## config.mk

```make
export PLATFORM = sky130hd
export DESIGN_NAME = phist_bin_map
export DESIGN_NICKNAME = d
export VERILOG_FILES = /design/src/pixel_histogram_accumulator_core_defines.svh /design/src/phist_pkg.sv /design/src/phist_bin_map.sv
export SDC_FILE = /design/constraint.sdc
export NUM_CORES = 1
export LEC_CHECK = 0
export BUFFER_PORTS_ARGS = -buffer_cell sky130_fd_sc_hd__buf_2
export CAP_MARGIN = 5
export CORE_MARGIN = 5
export CORE_UTILIZATION = 60
export DETAILED_ROUTE_END_ITERATION = 8
export GPL_TIMING_DRIVEN = 0
export PLACE_DENSITY_LB_ADDON = 0.15
export SLEW_MARGIN = 20
export SYNTH_ARGS = -nofsm -noshare
export SYNTH_HDL_FRONTEND = slang
export SYNTH_SLANG_ARGS = --single-unit
```

## constraint.sdc

```tcl
create_clock -name vclk -period 10.5
set_input_delay 1.575 -clock vclk [all_inputs]
set_output_delay 1.575 -clock vclk [all_outputs]
set_load 0.05 [all_outputs]
```

## src/pixel_histogram_accumulator_core_defines.svh

```systemverilog
// Assertion macros shared by the histogram core.
`ifndef PIXEL_HISTOGRAM_ACCUMULATOR_CORE_DEFINES_SVH
`define PIXEL_HISTOGRAM_ACCUMULATOR_CORE_DEFINES_SVH

// Same-cycle implication, disabled while reset is low.
`define PHIST_ASSERT_SAME(lbl, clk, rst_n, ante, cons, msg) \
    lbl: assert property (@(posedge clk) disable iff (!(rst_n)) (ante) |-> (cons)) \
        else $error(msg);

// Next-cycle implication, disabled while reset is low.
`define PHIST_ASSERT_NEXT(lbl, clk, rst_n, ante, cons, msg) \
    lbl: assert property (@(posedge clk) disable iff (!(rst_n)) (ante) |=> (cons)) \
        else $error(msg);

`endif

```

## src/phist_pkg.sv

```systemverilog
`default_nettype none

package phist_pkg;

    // Field widths of the words on the channels
    localparam int BIN_ADDR_W  = 10;
    localparam int OUT_COUNT_W = 32;
    localparam int CFG_DATA_W  = 4;
    localparam int CFG_INDEX_W = 2;

    // Actions carried in an input word
    localparam logic [1:0] ACT_COUNT = 2'd0;
    localparam logic [1:0] ACT_READ  = 2'd1;
    localparam logic [1:0] ACT_CLEAR = 2'd2;

    // Histogram modes
    localparam logic [1:0] MODE_LUMA     = 2'd0;
    localparam logic [1:0] MODE_LUMA_SAT = 2'd1;
    localparam logic [1:0] MODE_RGB      = 2'd2;

    // Register indexes
    localparam logic [CFG_INDEX_W-1:0] REG_BINS_LOG2 = 2'd0;
    localparam logic [CFG_INDEX_W-1:0] REG_HIST_MODE = 2'd1;

    localparam logic [3:0] BINS_LOG2_RESET = 4'd8;

    // Luma weights, scaled by 1024
    localparam logic [17:0] LUMA_R = 18'd306;
    localparam logic [17:0] LUMA_G = 18'd601;
    localparam logic [17:0] LUMA_B = 18'd117;

    typedef struct packed {
        logic [1:0]            action;
        logic [7:0]            red;
        logic [7:0]            green;
        logic [7:0]            blue;
        logic [BIN_ADDR_W-1:0] bin_address;
    } t_in_word;

    typedef struct packed {
        logic [OUT_COUNT_W-1:0] bin_count;
        logic [OUT_COUNT_W-1:0] pixel_count;
    } t_out_word;

    // Bins one counted pixel touches
    typedef struct packed {
        logic                             valid;
        logic [1:0]                       last;
        logic [2:0][BIN_ADDR_W-1:0]       addr;
    } t_bump_plan;

    typedef enum logic [2:0] {
        S_CLEAR,
        S_IDLE,
        S_RD,
        S_WR,
        S_RES
    } t_state;

endpackage

`default_nettype wire

```

## src/phist_bin_map.sv

```systemverilog
`default_nettype none

module phist_bin_map
    import phist_pkg::*;
#(
    parameter int MAX_BINS_PER_CHANNEL = 256
) (
    input  wire logic [7:0] i_red,
    input  wire logic [7:0] i_green,
    input  wire logic [7:0] i_blue,
    input  wire logic [3:0] i_bins_log2,
    input  wire logic [1:0] i_mode,
    output t_bump_plan      o_plan
);

    // Largest bins_log2 the store can hold
    localparam int TOP_LOG2 = $clog2(MAX_BINS_PER_CHANNEL + 1) - 1;

    logic [3:0]            w_lg;
    logic [3:0]            w_sh_wide;
    logic [2:0]            w_sh;
    logic [BIN_ADDR_W-1:0] w_bins;
    logic [17:0]           w_luma_sum;
    logic [7:0]            w_luma;
    logic [7:0]            w_d1;
    logic [7:0]            w_d2;
    logic [7:0]            w_sat;

    // Clamp the bin count to what the store supports
    always_comb begin
        if (i_bins_log2 < 4'd1) begin
            w_lg = 4'd1;
        end else if (i_bins_log2 > 4'(TOP_LOG2)) begin
            w_lg = 4'(TOP_LOG2);
        end else begin
            w_lg = i_bins_log2;
        end
    end

    assign w_sh_wide = 4'd8 - w_lg;
    assign w_sh      = w_sh_wide[2:0];
    assign w_bins    = BIN_ADDR_W'(1) << w_lg;

    // Luma and saturation
    assign w_luma_sum = LUMA_R * {10'd0, i_red} + LUMA_G * {10'd0, i_green}
                      + LUMA_B * {10'd0, i_blue};
    assign w_luma     = w_luma_sum[17:10];
    assign w_d1       = (i_red > i_green) ? (i_red - i_green) : (i_green - i_red);
    assign w_d2       = (i_green > i_blue) ? (i_green - i_blue) : (i_blue - i_green);
    assign w_sat      = (w_d1 > w_d2) ? w_d1 : w_d2;

    // Build the list of bins to bump
    always_comb begin
        o_plan = '0;
        case (i_mode)
            MODE_LUMA: begin
                o_plan.valid   = 1'b1;
                o_plan.last    = 2'd0;
                o_plan.addr[0] = BIN_ADDR_W'(w_luma >> w_sh);
            end
            MODE_LUMA_SAT: begin
                o_plan.valid   = 1'b1;
                o_plan.last    = 2'd1;
                o_plan.addr[0] = BIN_ADDR_W'(w_luma >> w_sh);
                o_plan.addr[1] = w_bins + BIN_ADDR_W'(w_sat >> w_sh);
            end
            MODE_RGB: begin
                o_plan.valid   = 1'b1;
                o_plan.last    = 2'd2;
                o_plan.addr[0] = BIN_ADDR_W'(i_red >> w_sh);
                o_plan.addr[1] = w_bins + BIN_ADDR_W'(i_green >> w_sh);
                o_plan.addr[2] = (w_bins << 1) + BIN_ADDR_W'(i_blue >> w_sh);
            end
            default: begin
                o_plan.valid = 1'b0;
            end
        endcase
    end

endmodule

`default_nettype wire

```

Word level (Yosys, flattened, before mapping)
Cells that the tools add are included. W data, S select, Z words.

Register bits after elaboration: 0. Bits of input ports: 30. Output and inout bits: 33.

$add $sub $neg: 10. Multiply operators: 3. Order comparisons: 5. Equality and inequality tests: 2. Shifts and indexed selects: 6. Multiplexer cells: 10. Reductions and logical operators: 3.

Operators by type and width (count): $shr A8 B3 Y10 (5); $pmux W10 S2 (2); $sub A8 B8 Y8 (4); $add A10 B10 Y10 (3); $gt A8 B8 Y1 (3); $mux W8 (3); $add A17 B18 Y18 (1); $add A18 B15 Y18 (1); $mul A10 B8 Y18 const A (1); $mul A8 B8 Y16 const A (1); $mul A7 B8 Y15 const A (1); $mux W10 (1); $shl A1 B4 Y10 const A (1); $mux W4 (2); $gt A4 B4 Y1 const B (1); $lt A4 B1 Y1 const B (1); $pmux W2 S2 (1); $reduce_or A3 Y1 (1); $sub A1 B3 Y3 const A (1); $eq A2 B1 Y1 const B (1); $eq A2 B2 Y1 const B (1); $logic_not A2 Y1 (1); $reduce_or A2 Y1 (1); $mux W1 (1).

Depth between registers and ports, before layout
Gate-level depths: netlist of run 1.

Depth in word-level cells: 7. Depth in mapped cells: 32.

Worst setup path before layout of run 1
OpenSTA, ideal clock, no wires.

Kind: in2out. Start: input port i_red[3]. End: output port o_plan[1] (netlist bit). Arrival time: 8.452 ns. Required time: 8.925 ns. Path slack: 0.473 ns. Cell stages on the path: 26. Buffers on the path: 0. Cell sequence: ha_1 -> ha_1 -> fa_1 -> ha_1 -> ha_1 -> nor2b_1 -> o21ai_0 -> a21boi_0 -> o21ai_0 -> a21boi_0 -> o21ai_0 -> nand2b_1 -> xnor2_1 -> fa_1 -> fa_1 -> inv_1 -> ha_1 -> a211oi_1 -> nor2_1 -> a2111oi_0 -> nor3_1 -> xnor2_1 -> a211o_1 -> a22o_1 -> o2bb2ai_1 -> a211oi_1.

RTL lines: start: declaration (RTL line phist_bin_map.sv:8) `input wire logic [7:0] i_red,`; end: declaration (RTL line phist_bin_map.sv:13) `output t_bump_plan o_plan`.

==> results.md, run 1 <==
Run status:
- The flow ran to the end, and the final reports show no timing, DRC or antenna violations.

Route:
- After detailed routing, the average wire length per cell comes to ~17 um.
- The number of nets still failing antenna checks after routing is 0.
- The post-route DRC violation count is 0.
- The routed design has 19.5 mm of wire.
- The violation count after the first detailed-routing iteration is between 400 and 500.
- After detailed routing, the number of vias per cell comes to roughly 5.7.
- The via count is approximately 6600.
- The total iterations of the first detailed-routing run is 5.

Setup path:
- The delay of the slowest cell on the worst path is between 0.5 and 0.6 ns.
- The biggest fanout along the worst timing path is 7.
- The cell family contributing the most delay on the critical path is adder cells.
- The cell with the most instances on the worst path is ha_1.
- The slowest stage of the critical path belongs to the cell fa_1.
- The critical path is of the in -> out type.
- The number of buffers and inverters on the critical path is 4.
- STA classifies the critical path endpoint as an output port.
- The data required time at the worst endpoint is 8.93 ns.
- STA classifies the critical path startpoint as a primary input.
- The data arrival time of the critical path is 8.46 ns.

Global routing:
- The number of antenna violations at the first check in global routing is 0.
- The largest net degree at the start of global routing is 12.
- The via count of the first global-routing pass came to 6273.
- The first global-routing pass estimated approximately 33 mm of wire.
- After global routing the overflow that remains totals 0.
- In the global route stage, overall resource usage came out at 0.272.

Timing:
- The setup TNS is 0 ns.
- Measured against its own limit, the worst slew margin works out to 0.574.
- Setup violations remaining at the end of the flow were counted as 0.
- The number of pins exceeding their max-slew limit in the final report was 0.
- The post-layout minimum cycle time is roughly 10 ns.
- The final worst setup slack is approximately 0.46 ns.
- The final number of hold-violating endpoints is 0.
- Static timing analysis puts the maximum clock frequency at roughly 100 MHz.
- Setup repair after global routing left no endpoint under its margin.
- At the pin with the least slew margin, the transition time is approximately 0.64 ns.
- In the finished design, the share of the clock period the worst path needs comes to 0.956.

Floorplanning:
- After floorplanning, the core was divided into 41 placement rows.
- During I/O placement, the number of pins put on the boundary was 63.
- The die covers 0.0149 mm2.
- The initial utilization of the core area, before any placement, comes to 0.605.
- The area of the core is 0.0125 mm2.
- The die extent in y is 122 um.
- From left edge to right edge, the die measures ~120 um.

Min path:
- Along the worst hold path, the cell count comes to 3.
- The startpoint of the tightest hold check path is i_mode[0].
- The path with the worst hold slack has its endpoint at o_plan[30].
- The min-delay analysis places its worst path in the category in -> out.

Placed design:
- The congestion estimate from routability-driven global placement came to roughly 0.9.
- At the placement stage, the worst setup path has a slack of around 0.23 ns.
- Once detailed placement completed, the half-perimeter wirelength came to 16.2 mm.
- The quantity of I/O buffers inserted on ports is 61.

Finish:
- There are 0 flip-flops and latches.
- Summing all flip-flop and latch instances after layout gives 0 um2.
- The number of clock buffer instances in the layout is 0.
- The ratio of cells with drive above 1 in the final layout is 0.105.
- The repair_antennas step left the layout with diodes totalling 0.
- The layout overhead on the synthesized area is 7.27%.
- The final layout contains ~1300 nets.

Synthesis:
- The fraction of synthesized area in multiplexers is 0.0397.
- Sorting the synthesized cells by how often they occur yields 186 x inv_1, 175 x ha_1, 75 x fa_1.
- The largest family of logic cells by synthesized area is adder cells.
- The share of the synthesized area in compound gates (AO/OA/AOI/OAI) was 0.183.
- The synthesized netlist contains 73 unique library cells.
- In this run the cell area of the synthesized design comes to between 0.007 and 0.008 mm2.
- After synthesis, the mean cell area works out to 8.13 um2.
- The area share of xor/xnor cells in the synthesized design is 0.0383.
- The share of synthesized area in the top cell type comes to 0.291.
- Of the total synthesized cell area, the portion taken by AND, OR, NAND and NOR gates is 0.134.
- By area the synthesized netlist is led by ha_1 29%, fa_1 20%, inv_1 9.3%.
- The share of synthesized cell area in full adder, half adder and majority cells is 0.490.
- In the synthesized netlist, the number of instances is 927.
- The synthesis warning total is 0.
- The share of the Yosys chip area taken by registers is 0.
- Of all cell types, the one taking the most synthesized area is ha_1.
- By instance count, the leading cell after synthesis is inv_1.

Flow run:
- The number of violations of the max-capacitance limit is 0.

Clock network:
- The quantity of hold-fixing buffers added after cts is 0.
## kinds of logic after synthesis
| group | Yosys count |
|---|---|
| compound gates | 202 |
| xor+xnor | 33 |
| fa+ha+maj | 250 |
| buf+inv | 216 |
| mux | 26 |
| other cells | 1 |
| simple gates | 199 |
## cell type report
cell class,count,area (um2)
fill,1159,4380
timing repair buffer,61,318
multi-input combinational,712,6690
inverter,189,709
buffer,27,153
tap,172,215
## cells in the final DEF, fill, tap and decap left out, types with 15 or more instances in the layout
master / Yosys / layout
inv_1: 186 / 186
ha_1: 175 / 175
fa_1: 75 / 75
buf_2: 6 / 62
a21oi_1: 56 / 56
nor2_1: 56 / 56
nand2_1: 41 / 41
o21ai_0: 32 / 31
mux2i_1: 22 / 22
xnor2_1: 21 / 21
a21o_1: 18 / 18
nor2b_1: 15 / 15
## through the flow
| step | hold WS [ns] | cells | utilization | instance area [um2] |
|---|---|---|---|---|
| floorplan | 3.43 | 928 | - | 7540 |
| global placement | 3.64 | 1161 | 0.647 | 8060 |
| detailed placement | 3.64 | 1161 | 0.647 | 8060 |
| CTS | 3.64 | 1161 | 0.647 | 8060 |
| global route | 3.66 | 1161 | 0.649 | 8090 |
| finish | 3.64 | 1161 | 0.649 | 8090 |
## worst max path at each step
| stage | from | to | slack [ns] | cells past startpoint |
|---|---|---|---|---|
| after global routing | i_green[0] | o_plan[19] | 0.03 | 33 |
| after floorplan | i_red[3] | o_plan[1] | 0.47 | 26 |
| final | i_red[3] | o_plan[3] | 0.46 | 28 |
| after CTS | i_red[4] | o_plan[3] | 0.17 | 28 |
| after detailed placement | i_red[4] | o_plan[3] | 0.23 | 28 |
| after global placement | i_red[4] | o_plan[3] | 0.29 | 28 |
## metal layers
layer | up-vias | part of all wire | GRT usage
met3 | 32 | 0.065 | 0.0223
met5 | - | 0 | 0
li1 | 3266 | - | -
met2 | 192 | 0.45 | 0.444
met4 | 0 | 0.027 | 0.0539
met1 | 3075 | 0.46 | 0.397
## what timing repair did
action / 4_1_cts / 5_1_grt
resized for setup: 0 / 11
endpoints found under the setup margin: 0 / 7
buffers inserted: 0 / 0
Power of run 1 is left out: the tool's default activity adds up to more than one toggle a clock period on the data nets, which glitch-free logic cannot reach.
==> inputs of run 2 (changes only) <==
CORE_ASPECT_RATIO = 1.1   (was unset)
==> run 2 against run 1 <==
  * Maximum frequency about the same
  * Cell area fell by 0.15%
  * Critical endpoint unchanged
  * Non-clock buffer count is 1 higher
  * Wire length down 1.5%
  * Global-route usage fell by 0.44 points
==> results.md, run 2 (synthesized netlist as in run 1, its figures left out) <==
Global routing:
- The all-layer global routing usage is 0.268 (-0.00439).
- The largest net degree at the start of global routing is 12 (unchanged).
- The first-pass GRT wire length is 31.9 mm (-1.7%).
- The total grt overflow is 0 (unchanged).
- The via count of the first global-routing pass came to 6577 (+4.8%).
- The number of antenna violations at the first check in global routing is 0 (unchanged).

Finish:
- The count of nets after finishing was 1272 (+0.079%).
- The number of clock buffer instances in the layout is 0 (unchanged).
- The fill cell total of the finished layout was 1148 (-0.95%).
- The final sequential cell count came to 0 (unchanged).
- The final design area excluding fillers came to 0.00807 mm2 (-0.15%).
- The utilization of the core after routing is 0.647 (-0.00185).
- Leaving out fill and tap cells, the most frequent cells in the layout are 186 x inv_1, 175 x ha_1, 75 x fa_1, 64 x buf_2, 56 x nor2_1.
- The most common cell after layout, fill and taps aside is inv_1.
- The antenna diode count is 0 (unchanged).
- The ratio of cells with drive above 1 in the final layout is 0.107 (+0.00191).
- The area taken by flip-flops and latches is 0 um2 (unchanged).
- Relative to the synthesized area, the layout overhead comes to 7.10%.

Setup path:
- The type of the worst setup path is in -> out.
- The data required time at the worst endpoint is 8.93 ns (about the same).
- The data arrival time of the critical path was 8.47 ns (about the same).
- The worst setup path is launched from a primary input.
- The sort of element at the end of the critical path is an output port.
- The biggest fanout along the worst timing path came to 7 (unchanged).

Power:
- The share of total power dissipated in combinational logic is 1.000.
- Of the total power, the share spent switching nets is 0.582.
- The ratio of total power to cell area is 329 mW/mm2.
- The worst voltage drop across the vdd grid is 0.237 mV.
- The switching power total is between 0.0015 and 0.002 W.
- Of the total power, registers draw 0.
- Of the total power, the clock network draws 0.
- The cell-internal power is 0.00111 W.
- The static leakage is between 4 and 5 nW.

Floorplanning:
- The effective utilization at floorplan was 0.604 (-0.000788).
- The die extent in y came to 128 um (+4.5%).
- The area of the core was 0.0125 mm2 (+0.13%).
- The overall die width is 117 um (-4.3%).
- The count of standard-cell rows is 43 (+4.9%).
- The number of ports placed on the die boundary is 63 (unchanged).
- The floorplan die area is 0.0149 mm2 (about the same).

Flow run:
- The number of violations of the max-capacitance limit came to 0 (unchanged).

Timing:
- The number of pins exceeding their max-slew limit in the final report is 0 (unchanged).
- The headroom to the max-slew limit is 0.622 (+0.0477).
- The highest clock frequency the design can meet is 99.6 MHz (about the same).
- The hold slack is 3.64 ns (+0.00112 ns).
- The measured slew at the worst slew-check pin was 0.565 ns (-0.0720 ns).
- The final worst-path cycle share is 0.957 (about the same).
- The post-layout minimum cycle time is 10.04 ns (+0.00532 ns).
- The setup TNS was 0 ns (unchanged).
- The final number of hold-violating endpoints came to 0 (unchanged).
- The number of setup violations in the final report is 0 (unchanged).

Placed design:
- The half-perimeter wire length after detailed placement was 16.2 mm (about the same).
- The final RePlAce weighted congestion is 0.950 (+2.5%).
- The placement-stage cell area came to 0.00804 mm2 (-0.23%).
- The quantity of I/O buffers inserted on ports was 61 (unchanged).

Run status:
- The flow ran to the end, and the final reports show no timing, DRC or antenna violations.

Route:
- The post-route DRC violation count was 0 (unchanged).
- The number of nets still failing antenna checks after routing was 0 (unchanged).
- The violation count after the first detailed-routing iteration is 330 (-23%).
- The routed via count divided by cell count is 5.73 (+1.3%).
- The wire length per cell after detailed routing is 16.7 um (-0.27%).
- The sum of routed wire length over all layers is 19.2 mm (-1.5%).
- The via count came to 6571 (+0.091%).
- The total iterations of the first detailed-routing run is 5 (unchanged).

Min path:
- The worst hold path class is in -> out.
## run 2: area by class of cell
cell class                      instances  area [um2]  share of cell area
Timing Repair Buffer                   62         320              0.0397
Buffer                                 27         153              0.0189
Multi-Input combinational cell        712        6690               0.829
Tap cell                              157         196              0.0243
Inverter                              189         709              0.0879
## run 2: per-layer routing
metal	global-route usage	up-vias	routed length, um
met5	0	-	0
met4	0.0762	0	656
met3	0.0118	41	904
met2	0.481	174	9620
met1	0.345	3095	8010
li1	-	3261	-
## run 2: path summary, 6_finish.rpt
kind                  cells after the start         end       from  slack [ns]
worst max-delay path                     28   o_plan[3]   i_red[3]        0.46
worst min-delay path                      3  o_plan[30]  i_mode[0]        3.64
## run 2: what timing repair did
action                                  CTS  global route
buffers inserted                          0             1
gates resized for setup                   0            12
endpoints found under the setup margin    0             4
hold buffers                              0             0
## run 2: power groups by stage
stage,clock network [W],registers (W),logic [W]
after global routing,0,0,0.00299
after CTS,0,0,0.00264
after floorplan,0,0,0.00210
after global placement,0,0,0.00258
final,0,0,0.00266
after detailed placement,0,0,0.00262
## run 2: stage by stage
step | cells | worst slack, ns | power, W
final | 1147 | 0.456 | 0.00266
after global routing | 1147 | -0.0264 | 0.00299
after CTS | 1146 | 0.194 | 0.00264
after detailed placement | 1146 | 0.209 | 0.00262
after global placement | 1146 | 0.274 | 0.00258
after floorplan | 928 | 0.473 | 0.00210
## run 2: worst max-delay path, stage by stage
cell and delay [ns]:
buf_2 0.25, ha_1 0.28, ha_1 0.30, fa_1 0.48, ha_1 0.30, ha_1 0.33, a21oi_1 0.21, o21ai_0 0.12
a21oi_1 0.24, o21ai_0 0.12, a21oi_1 0.25, xnor2_1 0.10, ha_1 0.27, inv_1 0.04, fa_1 0.39, fa_1 0.52
inv_1 0.04, ha_1 0.36, a211oi_1 0.27, nor2_1 0.10, a2111oi_1 0.36, nor3_1 0.13, xnor2_1 0.16, a211o_1 0.36
a22o_1 0.26, or3_1 0.30, o31ai_1 0.09, buf_4 0.25
(Power assumes the default switching activity.)
